$ cat config.mk
export PLATFORM = sky130hd
export DESIGN_NAME = bpr_div_pipe
export DESIGN_NICKNAME = d
export VERILOG_FILES = /design/src/hdl/bpr_div_pipe.sv
export SDC_FILE = /design/constraint.sdc
export NUM_CORES = 1
export LEC_CHECK = 0
export BUFFER_PORTS_ARGS = -buffer_cell sky130_fd_sc_hd__buf_4
export CAP_MARGIN = 15
export CORE_UTILIZATION = 48
export CTS_BUF_LIST = sky130_fd_sc_hd__clkbuf_16
export CTS_CLUSTER_DIAMETER = 30
export DETAILED_ROUTE_END_ITERATION = 8
export PLACE_DENSITY = 0.72
export REMOVE_ABC_BUFFERS = 1
export SYNTH_ARGS = -nofsm -noshare
export SYNTH_HDL_FRONTEND = slang
export SYNTH_SLANG_ARGS = --single-unit
$ cat constraint.sdc
create_clock -name clk -period 5.94 [get_ports clk]
set_input_delay 1.485 -clock clk [delete_from_list [all_inputs] [get_ports clk]]
set_output_delay 1.485 -clock clk [all_outputs]
set_load 0.01 [all_outputs]
$ cat src/hdl/bpr_div_pipe.sv
`timescale 1ns / 1ps
// ----------------------------------------------------------------------------
// bpr_div_pipe
// Restoring divider, one quotient bit per register stage, with side data.
// ----------------------------------------------------------------------------
module bpr_div_pipe #(
	parameter int W  = 20,
	parameter int DW = 11,
	parameter int SW = 1
) (
	input  logic          clk,
	input  logic          arst_n,
	input  logic          en,
	input  logic          in_valid,
	input  logic [W-1:0]  dividend,
	input  logic [DW-1:0] divisor,
	input  logic [SW-1:0] side_in,
	output logic          out_valid,
	output logic [W-1:0]  quot,
	output logic [DW-1:0] rem,
	output logic [SW-1:0] side_out
);

	// The accumulator shifts dividend bits out at the top and quotient bits in
	// at the bottom, so after W stages it holds the whole quotient.
	logic [W-1:0]  acc_s  [W+1];
	logic [DW-1:0] rem_s  [W+1];
	logic [DW-1:0] dvs_s  [W+1];
	logic [SW-1:0] side_s [W+1];
	logic [W:0]    vld_s;

	assign acc_s[0]  = dividend;
	assign rem_s[0]  = '0;
	assign dvs_s[0]  = divisor;
	assign side_s[0] = side_in;
	assign vld_s[0]  = in_valid;

	for (genvar g = 0; g < W; g++) begin : g_stage
		logic [DW:0] trial;
		logic [DW:0] diff;
		logic        ge;

		always_comb begin
			trial = {rem_s[g], acc_s[g][W-1]};
			ge    = trial >= {1'b0, dvs_s[g]};
			diff  = trial - {1'b0, dvs_s[g]};
		end

		always_ff @(posedge clk or negedge arst_n) begin
			if (!arst_n) begin
				vld_s[g+1] <= 1'b0;
			end else if (en) begin
				vld_s[g+1] <= vld_s[g];
			end
		end

		always_ff @(posedge clk) begin
			if (en) begin
				acc_s[g+1]  <= {acc_s[g][W-2:0], ge};
				rem_s[g+1]  <= ge ? diff[DW-1:0] : trial[DW-1:0];
				dvs_s[g+1]  <= dvs_s[g];
				side_s[g+1] <= side_s[g];
			end
		end
	end

	assign out_valid = vld_s[W];
	assign quot      = acc_s[W];
	assign rem       = rem_s[W];
	assign side_out  = side_s[W];

endmodule

# Word-level counts from Yosys, hierarchy flattened
# Cells that the tools add are included.
dict set report totals {
  ff_bits 869
  latchBits 0
  ram_bits 0
  mem_bits_ro 0
  input_bits 36
  out_inout_bits 33
  wordCells 160
  mem_count 0
}
dict set report classes {
  n_addsub 20
  n_mul 0
  n_div 0
  order_cmp 20
  eq_ne 0
  shifts 0
  n_mux 20
  n_bitwise 0
  n_reduce_logical 0
}
# operator n
set ops {}
lappend ops {{$ge 12x11->1} 19}
lappend ops {{$mux 11} 19}
lappend ops {{$sub 11x11->11} 19}
lappend ops {{$ge 1x11->1} 1}
lappend ops {{$sub 1x11->11} 1}
lappend ops {{$mux 1} 1}

# Longest topological paths before layout
dict set report depth {
  word_depth 2
  ltp_mapped 10
  mapped_depth_nobuf 9
}

# Worst setup path after synthesis
# OpenSTA, ideal clock, no wires.
dict set report synth_timing {
  path_type {in2reg}
  start {input dividend[19]}
  end {register rem_s (netlist bit g_stage[1].trial[1]) (data pin)}
  setup_time_ns 0.267
  arrival_ns 2.413
  setup_slack_ns 3.259
  path_stages 5
  path_cell_list {inv_1 > ha_1 > o2111ai_1 > clkbuf_1 > o21ai_0}
}
dict set report synth_between {
  elab_chain_cells 2
}
# item line_no
set synth_rtl {}
lappend synth_rtl {{start: declaration} 15} ;# input logic [W-1:0] dividend,
lappend synth_rtl {{$sub 1x11->11 / $ge 1x11->1 (equally long branches)} {46, 45}}
lappend synth_rtl {{$mux 1 (*)} 60} ;# rem_s[g+1] <= ge ? diff[DW-1:0] : trial[DW-1:0];
lappend synth_rtl {{end signal: indexed assignment} 60}
lappend synth_rtl {{end: declaration} 27} ;# logic [DW-1:0] rem_s [W+1];
# Mark *: on every way between the ends. The rest lies on a longest branch, timed or not.
# A chain may end at the register's enable or synchronous reset.

# Final worst setup path
dict set report layout_timing {
  start {register dvs_s[176] in the netlist's numbering}
  end {register rem_s (netlist bit g_stage[5].trial[5]) (data pin)}
}
dict set report layout_between {
  elab_chain_cells 2
}
# item line_no
set layout_rtl {}
lappend layout_rtl {{start: declaration} 28} ;# logic [DW-1:0] dvs_s [W+1];
lappend layout_rtl {{start signal: indexed assignment} 61} ;# dvs_s[g+1] <= dvs_s[g];
lappend layout_rtl {{$sub 11x11->11 / $ge 12x11->1 (equally long branches)} {46, 45}}
lappend layout_rtl {{$mux 11 (*)} 60}
# Marked as above.

==> flow_summary_export.csv <==
group,metric,value,unit
detailed_routing,antenna_violating_nets_post_route,0,
placed_design,post-place-cells,3910,
worst_setup_path,arrival,3540,ps
clocking,cts_tree,"done",
placed_design,gp_congestion,0.9117,
clocking,clockRootBuffer,"sky130_fd_sc_hd__clkbuf_16",
worst_setup_path,cpMaxStageDelayCell,"sky130_fd_sc_hd__o31ai_4",
pwr,power.ir.vdd_worst,0.3081,mV
yosys,synth_area_per_cell,14.13,um^2
pwr,power_report.internal_total,17.74,mW
yosys,netlist.top_cell.by_area,"sky130_fd_sc_hd__edfxtp_1",
worst_setup_path,r2r.worst_path.cells,8,
outcome,run_status,"finished clean",
yosys,synth_top_area_share,64.22,%
final_layout,layoutNonFillerInstCount,4221,
worst_setup_path,crit_family,"compound AO/OA/AOI/OAI gates",
yosys,synthFlopType,"sky130_fd_sc_hd__edfxtp_1",
die,num_io_pins,69,
grt,antenna_found_initial,0,
timing,grt_setup_unrepaired,"no",
clocking,clk-insertion-delay-late,740,ps
die,core_area,81980,um^2
timing,final_hold_viol_count,0,
timing,fin_tns_setup,0,ps
worst_hold_path,timing.hold.worst.start,"acc_s[135]",
worst_setup_path,crit_path_max_cell_delay,620,ps
timing,final_min_period_over_clock_period,51.98,%
timing,count_of_pins_over_their_slew_limit,0,
timing,setup_viol,0,
worst_hold_path,holdCritPathClass,"reg2reg",
worst_setup_path,timing.critical_path.fanout_max,12,
worst_setup_path,critical_r2r_launch,"dvs_s[176]",
die,die-height,289.6,um
grt,grt_pass1_vias,23450,
final_layout,fillers,6378,
worst_setup_path,timing.critical_path.required,6390,ps
pwr,leakage,18.52,nW
timing,worstMarginPinSlew,1167,ps
yosys,yosys_register_bits,869,
worst_setup_path,worst_setup_path_start_kind,"flop",
detailed_routing,1st_pass_router_iterations,5,
grt,grt_first_pass_wirelength,115900,um
run,max_cap_viol_count,0,
yosys,netlist-cell-type-count,66,
final_layout,design.final.nets,3276,
pwr,power_frac_seq,35.0,%
clocking,clock_transition_time_at_the_flip_flop_clock_pins_of_the_worst_setup_and_hold_paths,60,ps
pwr,power_switching_share,30.93,%
clocking,postCtsHoldBufs,0,
clocking,cts_inserted_buffers,166,
timing,max_freq,0.3239,GHz
placed_design,portBuffers,68,
detailed_routing,detailed_route_vias_per_instance,5.423,
die,floorplan.initialDensity,48.43,%
placed_design,detailed_place_hpwl,46830,um
detailed_routing,dr.first_iter.drc_count,1605,
worst_setup_path,worstSetupPathType,"reg2reg",
die,dieArea,83860,um^2
yosys,postSynth.asyncResetShare,2.301,%
timing,postLayoutSetupSlackWorst,2852,ps
worst_hold_path,hold_path_depth,0,
yosys,synthesis.instances,2809,
worst_setup_path,timing.critical_path.cells,"ha_1 > fa_1 > nand2b_1 > a21oi_2 > a41o_1 > a21oi_1 > o31ai_4 > mux2_1",
final_layout,area.sequential,25990,um^2
timing,clock_skew,39.17,ps
final_layout,area_growth_syn_to_layout,18.80,%
yosys,synth-edff-count,849,
clocking,clock_path_buffers,3,
detailed_routing,wl_per_cell,16.76,um
detailed_routing,post-route-drc-count,0,
clocking,clock-sinks,869,
timing,final.min_clock_period,3088,ps
worst_setup_path,critPathBufInv,0,
final_layout,layout-drive-gt1-share,15.71,%
grt,global_route.usage.total,17.15,%
pwr,clkPwrFrac,36.2,%
yosys,yosysWarnings,0,
timing,timing.max_slew.rel_slack,22.19,%
clocking,cts-resized-gates,0,
yosys,synth.top_cells.by_area,"sky130_fd_sc_hd__edfxtp_1 (64%), sky130_fd_sc_hd__ha_1 (6.7%), sky130_fd_sc_hd__inv_1 (2.7%), sky130_fd_sc_hd__mux2_2 (2.6%), sky130_fd_sc_hd__xnor2_1 (2.1%)",
timing,worst_hold_slack,395.4,ps
die,std_cell_rows,105,
worst_hold_path,min_to,"acc_s[116]",
detailed_routing,drt-total-wl,70730,um
pwr,switching_power,7.945,mW
clocking,total_setup_buffers_inserted_after_cts,0,
die,floorplan.die.width,289.6,um
yosys,synth.cell_area,39700,um^2
placed_design,dp_slack,2643,ps
final_layout,multi_input_comb_area,12330,um^2
worst_setup_path,r2r_end,"g_stage[5].trial[5]",
worst_setup_path,rrSetupSlack,2850,ps
clocking,ctsHtreeMaxLevel,4,
final_layout,number_of_diodes_added_for_antenna_fixing,0,
pwr,cellPowerDensity,544.6,nW/um^2
yosys,yosysSeqAreaShare,65.48,%
detailed_routing,vias,22890,
grt,grt_overflow_total,0,
grt,grt_start_max_net_pins,132,
pwr,share_of_total_power_in_combinational_logic,28.9,%
worst_setup_path,crit_path_end_kind,"flop",
[metal layers]
metal  global-route usage (%)  wire [um]  vias up
met3                    3.681       2969      166
met1                    20.52      29830    11140
met4                    7.304       1934        0
met2                    29.89      35990      581
li1                         -          -    11000
met5                        0          0        -
[cells in the mapped netlist, types with 20 or more instances]
master                     number
sky130_fd_sc_hd__mux2_2        91
sky130_fd_sc_hd__ha_1         211
sky130_fd_sc_hd__dfrtp_1       20
sky130_fd_sc_hd__mux2_1        42
sky130_fd_sc_hd__buf_4         25
sky130_fd_sc_hd__nor2b_1       39
sky130_fd_sc_hd__nand2_1      181
sky130_fd_sc_hd__a21o_1        45
sky130_fd_sc_hd__nand2b_1      46
sky130_fd_sc_hd__edfxtp_1     849
sky130_fd_sc_hd__nand3_1       33
sky130_fd_sc_hd__mux2i_1       39
sky130_fd_sc_hd__o211ai_1      31
sky130_fd_sc_hd__inv_1        284
sky130_fd_sc_hd__nor3_1        31
sky130_fd_sc_hd__xnor2_1       93
sky130_fd_sc_hd__a21oi_1      145
sky130_fd_sc_hd__nor2_1       107
sky130_fd_sc_hd__o21ai_0      147
sky130_fd_sc_hd__xor2_1        33
[cells by family (layout without fill, tap and decap cells)]
group                      after synthesis  count (layout)  synth area share (%)
muxes                                  173             173                 4.794
adders and majority gates              230             230                 7.608
buffers and inverters                  335             677                 3.561
DFF                                    869             869                 65.48
xor gates and xnor gates               126             126                 2.780
and+or+nand+nor                        497             497                 5.972
AOI/OAI and AO/OA                      579             579                 9.805
[flip-flops by register name, indices dropped and copies added, names as in the netlist]
register,count
quot,20
rem,11
side_out,1
acc_s,380
dvs_s,209
out_valid,1
vld_s,19
g_stage.trial,209
side_s,19
[power groups by stage]
stage                     Combinational [mW]  Clock, mW  Sequential (mW)
after floorplan                         5.63          0             8.81
after CTS                               7.33       9.47             8.99
final                                   7.42       9.29             8.98
after global placement                  6.85          0             9.06
after detailed placement                7.23          0             9.08
after global routing                    8.23       9.76             9.08
[worst max path at each step]
stage	from	endpoint	slack, ps	depth (start not counted)
final	dvs_s[176]	g_stage[5].trial[5]	2850	8
after global placement	divisor[2]	g_stage[1].trial[1]	2730	6
after CTS	dvs_s[176]	g_stage[5].trial[5]	2850	8
after global routing	dvs_s[108]	g_stage[12].trial[6]	2660	6
after detailed placement	divisor[2]	g_stage[1].trial[1]	2640	6
after floorplan	dividend[19]	g_stage[1].trial[2]	3080	5
[cell type report]
type,instances,share of cell area (%)
flip-flops and latches,869,55.12
multi-input cells,1605,26.14
clock buffers,168,8.914
clock inverters,141,3.202
well taps,1070,2.839
inverters,284,2.260
repair buffers,84,1.528
[per-stage QoR]
step           total power [mW]  util (%)  instance area (um^2)
2_1_floorplan             14.45         -                 39350
3_3_place_gp              15.90     50.53                 41430
3_5_place_dp              16.31     50.53                 41430
4_1_cts                   25.79     57.50                 47140
5_1_grt                   27.08     57.53                 47160
6_report                  25.68     57.53                 47160
[cells in the final DEF (no fill, tap or decap), types with 16 or more instances in the layout]
cell type	count
sky130_fd_sc_hd__mux2_1	42
sky130_fd_sc_hd__buf_4	75
sky130_fd_sc_hd__nor2b_1	39
sky130_fd_sc_hd__xor2_1	33
sky130_fd_sc_hd__mux2_2	91
sky130_fd_sc_hd__inv_6	16
sky130_fd_sc_hd__mux2i_1	39
sky130_fd_sc_hd__clkinv_2	21
sky130_fd_sc_hd__a211oi_1	19
sky130_fd_sc_hd__edfxtp_1	849
sky130_fd_sc_hd__a21o_1	45
sky130_fd_sc_hd__clkbuf_16	168
sky130_fd_sc_hd__dfrtp_1	20
sky130_fd_sc_hd__nand2_1	181
sky130_fd_sc_hd__nand4_1	17
sky130_fd_sc_hd__a21oi_1	145
sky130_fd_sc_hd__o21ai_0	147
sky130_fd_sc_hd__nor2_1	107
sky130_fd_sc_hd__inv_1	300
sky130_fd_sc_hd__xnor2_1	93
sky130_fd_sc_hd__clkinv_4	17
sky130_fd_sc_hd__o21a_1	19
sky130_fd_sc_hd__clkinvlp_4	16
sky130_fd_sc_hd__o211ai_1	31
sky130_fd_sc_hd__clkinv_1	16
sky130_fd_sc_hd__nand3_1	33
sky130_fd_sc_hd__ha_1	211
sky130_fd_sc_hd__fa_1	19
sky130_fd_sc_hd__bufinv_16	18
sky130_fd_sc_hd__nor3_1	31
sky130_fd_sc_hd__o221ai_1	17
sky130_fd_sc_hd__nand2b_1	46
(Power assumes the default switching activity.)
