## config.mk

```make
export PLATFORM = sky130hd
export DESIGN_NAME = bpr_part_calc
export DESIGN_NICKNAME = d
export VERILOG_FILES = /design/src/hdl/bpr_pkg.sv /design/src/hdl/bpr_part_calc.sv
export SDC_FILE = /design/constraint.sdc
export NUM_CORES = 2
export LEC_CHECK = 0
export ABC_AREA = 1
export BUFFER_PORTS_ARGS = -buffer_cell sky130_fd_sc_hd__buf_2
export CAP_MARGIN = 20
export CORE_ASPECT_RATIO = 0.9
export CORE_UTILIZATION = 35
export DETAILED_ROUTE_END_ITERATION = 10
export PLACE_DENSITY = 0.6
export SKIP_CTS_REPAIR_TIMING = 1
export SYNTH_ARGS = -nofsm -noshare
export SYNTH_HDL_FRONTEND = slang
export SYNTH_SLANG_ARGS = --single-unit
```

## constraint.sdc

```tcl
create_clock -name clk -period 6.5 [get_ports clk]
set_input_delay 0.325 -clock clk [delete_from_list [all_inputs] [get_ports clk]]
set_output_delay 0.325 -clock clk [all_outputs]
set_load 0.05 [all_outputs]
```

## src/hdl/bpr_pkg.sv

```systemverilog
`timescale 1ns / 1ps
// ----------------------------------------------------------------------------
// bpr_pkg
// Shared widths, register indexes and clamping helpers for the rank decoder.
// ----------------------------------------------------------------------------
package bpr_pkg;

	localparam int NUM_DIMS     = 3;
	localparam int DIM_W        = $clog2(NUM_DIMS);
	localparam int EXTENT_W     = 13;
	localparam int PROCS_W      = 11;
	localparam int RANK_W       = 20;
	localparam int COORD_W      = 10;
	localparam int VOLUME_W     = 37;
	localparam int CFG_IDX_W    = 3;
	localparam int CFG_DATA_W   = 13;

	localparam logic [EXTENT_W-1:0] EXTENT_MAX = 13'd4096;
	localparam logic [PROCS_W-1:0]  PROCS_MAX  = 11'd1024;

	localparam logic [CFG_IDX_W-1:0] CFG_EXTENT_X = 3'd0;
	localparam logic [CFG_IDX_W-1:0] CFG_PROCS_X  = 3'd3;
	localparam logic [CFG_IDX_W-1:0] CFG_END      = 3'd6;

	function automatic logic [EXTENT_W-1:0] eff_extent(input logic [EXTENT_W-1:0] n);
		return (n > EXTENT_MAX) ? EXTENT_MAX : n;
	endfunction

	// A count of zero behaves as a single process.
	function automatic logic [PROCS_W-1:0] eff_procs(input logic [PROCS_W-1:0] p);
		if (p == '0) return PROCS_W'(1);
		return (p > PROCS_MAX) ? PROCS_MAX : p;
	endfunction

endpackage

```

## src/hdl/bpr_part_calc.sv

```systemverilog
`timescale 1ns / 1ps
// ----------------------------------------------------------------------------
// bpr_part_calc
// Part length, start index and local volume from decoded coordinates.
// ----------------------------------------------------------------------------
module bpr_part_calc
	import bpr_pkg::*;
(
	input  logic                clk,
	input  logic                arst_n,
	input  logic                en,
	input  logic                in_valid,
	input  logic [COORD_W-1:0]  coord [NUM_DIMS],
	input  logic [EXTENT_W-1:0] quot  [NUM_DIMS],
	input  logic [PROCS_W-1:0]  rem   [NUM_DIMS],
	output logic                out_valid,
	output logic [COORD_W-1:0]  coord_o [NUM_DIMS],
	output logic [EXTENT_W-1:0] size_o  [NUM_DIMS],
	output logic [EXTENT_W-1:0] start_o [NUM_DIMS],
	output logic [VOLUME_W-1:0] volume_o
);

	localparam int PROD_W = COORD_W + EXTENT_W;

	logic                v_s1, v_s2, v_s3;
	logic [COORD_W-1:0]  coord_s1 [NUM_DIMS];
	logic [COORD_W-1:0]  coord_s2 [NUM_DIMS];
	logic [COORD_W-1:0]  coord_s3 [NUM_DIMS];
	logic [EXTENT_W-1:0] len_s1   [NUM_DIMS];
	logic [EXTENT_W-1:0] len_s2   [NUM_DIMS];
	logic [EXTENT_W-1:0] len_s3   [NUM_DIMS];
	logic [PROD_W-1:0]   prod_s1  [NUM_DIMS];
	logic [PROCS_W-1:0]  mn_s1    [NUM_DIMS];
	logic [EXTENT_W-1:0] first_s2 [NUM_DIMS];
	logic [EXTENT_W-1:0] first_s3 [NUM_DIMS];
	logic [2*EXTENT_W-1:0] vol_s2;
	logic [VOLUME_W-1:0] vol_s3;
	logic [3*EXTENT_W-1:0] vol_full;
	logic [PROD_W-1:0]   first_sum [NUM_DIMS];

	always_ff @(posedge clk or negedge arst_n) begin
		if (!arst_n) begin
			v_s1 <= 1'b0;
			v_s2 <= 1'b0;
			v_s3 <= 1'b0;
		end else if (en) begin
			v_s1 <= in_valid;
			v_s2 <= v_s1;
			v_s3 <= v_s2;
		end
	end

	always_comb begin
		for (int i = 0; i < NUM_DIMS; i++) begin
			first_sum[i] = prod_s1[i] + PROD_W'(mn_s1[i]);
		end
		vol_full = (3*EXTENT_W)'(vol_s2) * (3*EXTENT_W)'(len_s2[2]);
	end

	always_ff @(posedge clk) begin
		if (en) begin
			for (int i = 0; i < NUM_DIMS; i++) begin
				// Coordinates below the remainder take one extra point.
				len_s1[i]   <= quot[i] + EXTENT_W'({1'b0, coord[i]} < rem[i]);
				prod_s1[i]  <= PROD_W'(coord[i]) * PROD_W'(quot[i]);
				mn_s1[i]    <= ({1'b0, coord[i]} < rem[i]) ? {1'b0, coord[i]} : rem[i];
				coord_s1[i] <= coord[i];
				first_s2[i] <= first_sum[i][EXTENT_W-1:0];
				len_s2[i]   <= len_s1[i];
				coord_s2[i] <= coord_s1[i];
				first_s3[i] <= first_s2[i];
				len_s3[i]   <= len_s2[i];
				coord_s3[i] <= coord_s2[i];
			end
			vol_s2 <= (2*EXTENT_W)'(len_s1[0]) * (2*EXTENT_W)'(len_s1[1]);
			vol_s3 <= vol_full[VOLUME_W-1:0];
		end
	end

	assign out_valid = v_s3;
	assign coord_o   = coord_s3;
	assign size_o    = len_s3;
	assign start_o   = first_s3;
	assign volume_o  = vol_s3;

endmodule

```

# Word level (Yosys, flattened, before mapping)
# Memories as Yosys holds them, arrays and structs flattened. A register that Yosys moved wholly into a read port is not among the register bits.
# Cells that the tools add are included.
# word_totals
mem_count,7
reg_bits,79
romBits,0
out_inout_bits,146
latch_bits,0
mem_bits_rw,279
# op_classes
shift,0
addsub,6
reduce_logical,0
n_div,0
n_eq_ne,0
n_mul,5
bitwise_logic,0
n_mux,5
magnitude_cmp,3
# mem_list
name,depth,word_bits,read_ports,rd_ports_with_merged_regs,wr,line_no,source
prod_s1,3,23,3,0,3,bpr_part_calc.sv:32,logic [PROD_W-1:0] prod_s1 [NUM_DIMS];
first_s2,3,13,3,3,3,bpr_part_calc.sv:34,logic [EXTENT_W-1:0] first_s2 [NUM_DIMS];
len_s1,3,13,3,0,3,bpr_part_calc.sv:29,logic [EXTENT_W-1:0] len_s1 [NUM_DIMS];
len_s2,3,13,3,2,3,bpr_part_calc.sv:30,logic [EXTENT_W-1:0] len_s2 [NUM_DIMS];
mn_s1,3,11,3,0,3,bpr_part_calc.sv:33,logic [PROCS_W-1:0] mn_s1 [NUM_DIMS];
coord_s1,3,10,3,0,3,bpr_part_calc.sv:26,logic [COORD_W-1:0] coord_s1 [NUM_DIMS];
+1 memories,-,-,-,-,-,-,
# op_table
op,n
10-bit by 13-bit multiplier with 23-bit output,3
13-bit by 1-bit adder with 13-bit output,3
13-bit by 11-bit adder with 13-bit output,3
26-bit by 13-bit multiplier with 37-bit output,1
10-bit by 11-bit less-than comparator with 1-bit output,3
11-bit two-way mux,3
13-bit by 13-bit multiplier with 26-bit output,1
1-bit two-way mux,2

# Longest topological paths before layout
# logic_depth
ltp_word,2
ltp_mapped,24
depth_no_buf,22

# Worst setup path before layout
# Ideal clock, no wire load.
# synth_path
path_type,reg2reg
start,memory len_s2[2][4]
end,"register vol_s3[24] (netlist: volume_o[24]), data pin"
path_stages_with_launch,21
setup_ns,0.259
path_slack_ns,1.554
synth_period_minus_slack_ns,4.946
arrival_time_ns,4.687
path_cell_list,edfxtp_1 > clkbuf_1 > clkbuf_1 > nand2_1 > fa_1 > fa_1 > fa_1 > inv_1 > fa_1 > inv_1 > fa_1 > inv_1 > ha_1 > a21oi_1 > a21boi_1 > nand2_1 > nand2_1 > nand2_1 > nand2_1 > nand2_1 > xor2_1
# synth_lines
item,line_no,source
start: declaration,bpr_part_calc.sv:30,
end signal: assignment,bpr_part_calc.sv:76,vol_s3 <= vol_full[VOLUME_W-1:0];
end: declaration,bpr_part_calc.sv:37,logic [VOLUME_W-1:0] vol_s3;

==> flow_summary.toml <==
[run_status]
status = "finished clean"

[floorplanning]
die-area_um2 = 117000
dieHeight_um = 324
initial_utilization_pct = 35.5
coreArea_um2 = 114000
ioPinCount = 252
fp.dieW_um = 360
rows = 117

[timing]
fin_setup_tns_ns = 0
slew_viol_final = 0
min_period_ns = 5.83
worst_slack_ns = 0.674
timing.final.hold_violations = 0
slew_headroom_pct = 22.6
finalClockSkew_ns = 0.0615
finalSetupViolations = 0
rsz0062_at_grt = "no"
fmax_mhz = 172
tightest_slew_ns = 1.16
period_share_pct = 89.6

[place]
place_inst = 6027
io_buffers = 251
hpwl_mm = 73.6
pre_cts_ws_ns = 0.726
gp_congestion = 0.873

[route]
wl_per_cell_um = 15.5
dr.pass1.iters = 5
routed_wl_mm = 95.1
viasPerCell = 4.61
first_iter_violations = 1822
drc = 0
ant_nets = 0
via_count = 28300

[setup_path]
crit_arrival_ns = 6.18
crit_path_cell_trace = "nand2_1 -> inv_1 -> fa_1 -> inv_1 -> fa_1 -> inv_1 -> fa_1 -> fa_1 -> inv_1 -> fa_1 -> inv_1 -> ha_1 -> a21oi_1 -> inv_1 -> nor2_1 -> nand2_1 -> a21oi_1 -> or2_1 -> nand2_1 -> nand2_1 -> nand2_1"
slowest_delay_ns = 1.08
crit_fanout = 27
worstPathRequired_ns = 6.86
setup.worst_path.end_class = "register"
start_kind = "register"
path_common_cell = "inv_1"
critPathKind = "reg2reg"
critPathSlowestCell = "edfxtp_1"

[grt]
grt_util_met2_pct = 27.6
grt_first_pass_wirelength_mm = 155
grt_pass1_vias = 29100
busiest_layer = "met2"
gr-usage-met1_pct = 22.4
gr-usage-all-layers_pct = 16.6
grt_util_met3_pct = 3.17
gr-total-overflow = 0
grt_max_degree = 154
antenna_found_initial = 4

[yosys]
avgSynthCellArea_um2 = 9.13
synth_warnings = 0
synthCells = 4417
netlist_area_um2 = 40300
synth-seq-cells = 423
ys_async_sr_fraction_pct = 0.709
ys_seq_area_share_pct = 31.5
synth.distinct_cells = 42
synth-edff-count = 420
synth_ff_type = "edfxtp_1"

[run]
drv_cap = 0

[layout]
drive_above_1_share_pct = 8.07
nFillCells = 11200
final_cells = 6135
seqCellArea_um2 = 12700
final_util_pct = 39.4
multiInputGateArea_um2 = 22800
final_nets = 5528
area_growth_pct = 11.2
diodes = 0

[cts]
numClockSinks = 423
htreeDepth = 2
cts_tree = "yes"
cts_buffers = 52
cts.clk_slew.worst_paths_ns = 0.06
clockBufferDepth = 3
cts_root_buffer = "clkbuf_16"
clk_latency_ns = 0.65

[min_path]
hold_class = "in2reg"
==> through the flow <==
stage / area, µm² / hold WS, ns
6_report: 44800 / 0.0230
5_1_grt: 44800 / 0.00990
4_1_cts: 44700 / -0.613
3_5_place_dp: 43000 / 0.125
3_3_place_gp: 43000 / 0.121
2_1_floorplan: 40300 / 0.0294
==> Yosys cell counts (4+ instances only) <==
library cell     n  area [µm²]
a21o_1          13        97.6
a21oi_1        132         661
xor2_1          97         850
o21bai_1        13        97.6
fa_1           525       10500
edfxtp_1       420       12600
o21ai_2          4        35.0
inv_2           11        41.3
nand2_1       1189        4460
xnor2_1         42         368
inv_1         1130        4240
a31oi_1          6        37.5
nor2_1         102         383
buf_2           28         140
nand3_1        130         651
nor3_1          15        75.1
nand3b_1         6        45.0
o21ai_1         41         205
clkbuf_1       105         394
buf_1           10        37.5
ha_1           293        3670
o21ai_0         46         230
nor2_2           4        25.0
nand4_1         19         119
==> flip-flops by register name (all words and copies together) (netlist names) <==
signal,flops
coord_o,30
coord_s1,30
coord_s2,30
first_s2,39
len_s1,39
len_s2,39
mn_s1,33
out_valid,1
prod_s1,39
size_o,39
start_o,39
v_s1,1
v_s2,1
vol_s2,26
volume_o,37
==> worst max-delay path: cells and delay by family (launching register included) <==
| family | cells | cell delay, ns |
|---|---|---|
| AOI/OAI and AO/OA | 2 | 0.60 |
| adders and majority gates | 6 | 2.62 |
| buffers and inverters | 6 | 0.45 |
| DFF | 1 | 1.08 |
| and+or+nand+nor | 7 | 0.76 |
==> cell families (layout without fill, tap and decap cells) <==
| family | after synthesis | after routing | synth area share, % |
|---|---|---|---|
| AND/OR/NAND/NOR | 1477 | 1477 | 14.6 |
| adder cells (fa/ha/maj) | 818 | 818 | 35.1 |
| AO/OA/AOI/OAI | 271 | 271 | 3.70 |
| other | 1 | 3 | 0.00930 |
| multiplexers | 1 | 1 | 0.0279 |
| flip-flops | 423 | 423 | 31.5 |
| buffers and inverters | 1287 | 1516 | 12.1 |
| XOR/XNOR | 139 | 139 | 3.02 |
==> cells in the final DEF, fill, tap and decap left out, drive strengths merged <==
cell	netlist	final
nand4	19	19
dfrtp	3	3
a31oi	6	6
o31ai	1	1
or2	2	2
fa	525	525
ha	293	293
clkbuf	105	67
nand3	131	131
o21bai	13	13
a21oi	132	132
and2	2	2
o21ai	91	91
nor4	2	2
xnor2	42	42
buf	41	267
a21boi	7	7
xor2	97	97
a22oi	3	3
conb	1	3
a211oi	2	2
clkinv	0	18
mux2	1	1
nand2	1189	1189
a21o	13	13
nor3b	2	2
nor3	17	17
nand3b	7	7
nor2	106	106
o21a	3	3
inv	1141	1147
clkinvlp	0	3
edfxtp	420	420
bufinv	0	4
dlygate4sd3	0	10
==> path summary, 6_finish.rpt <==
check	from	endpoint	slack, ns	cells past startpoint
min in group asynchronous	arst_n	v_s1	0.54	3
hold / removal	quot[25]	len_s1[0][25]	0.02	2
hold reg to reg	first_s2[0][15]	start_o[15]	0.40	0
setup / recovery	len_s2[2][3]	volume_o[31]	0.67	21
max in group asynchronous	arst_n	out_valid	5.80	3
setup reg to reg	len_s2[2][3]	volume_o[31]	0.67	21
==> routing by layer <==
metal  routed length [µm]  share of wire [%]
met1                42800                 45
met4                 1750                1.8
met5                   26              0.027
met2                44000                 46
met3                 6500                6.8
==> area by class of cell <==
| type | count | area share, % |
|---|---|---|
| well taps | 1487 | 4.15 |
| clock inverters | 31 | 0.714 |
| clock buffers | 67 | 3.12 |
| multi-input cells | 2709 | 50.8 |
| repair buffers | 277 | 3.37 |
| flip-flops and latches | 423 | 28.3 |
| inverters | 1141 | 9.55 |
Power is not shown: default switching activity piles up to over one toggle a cycle in this logic, so the estimate is an artifact.
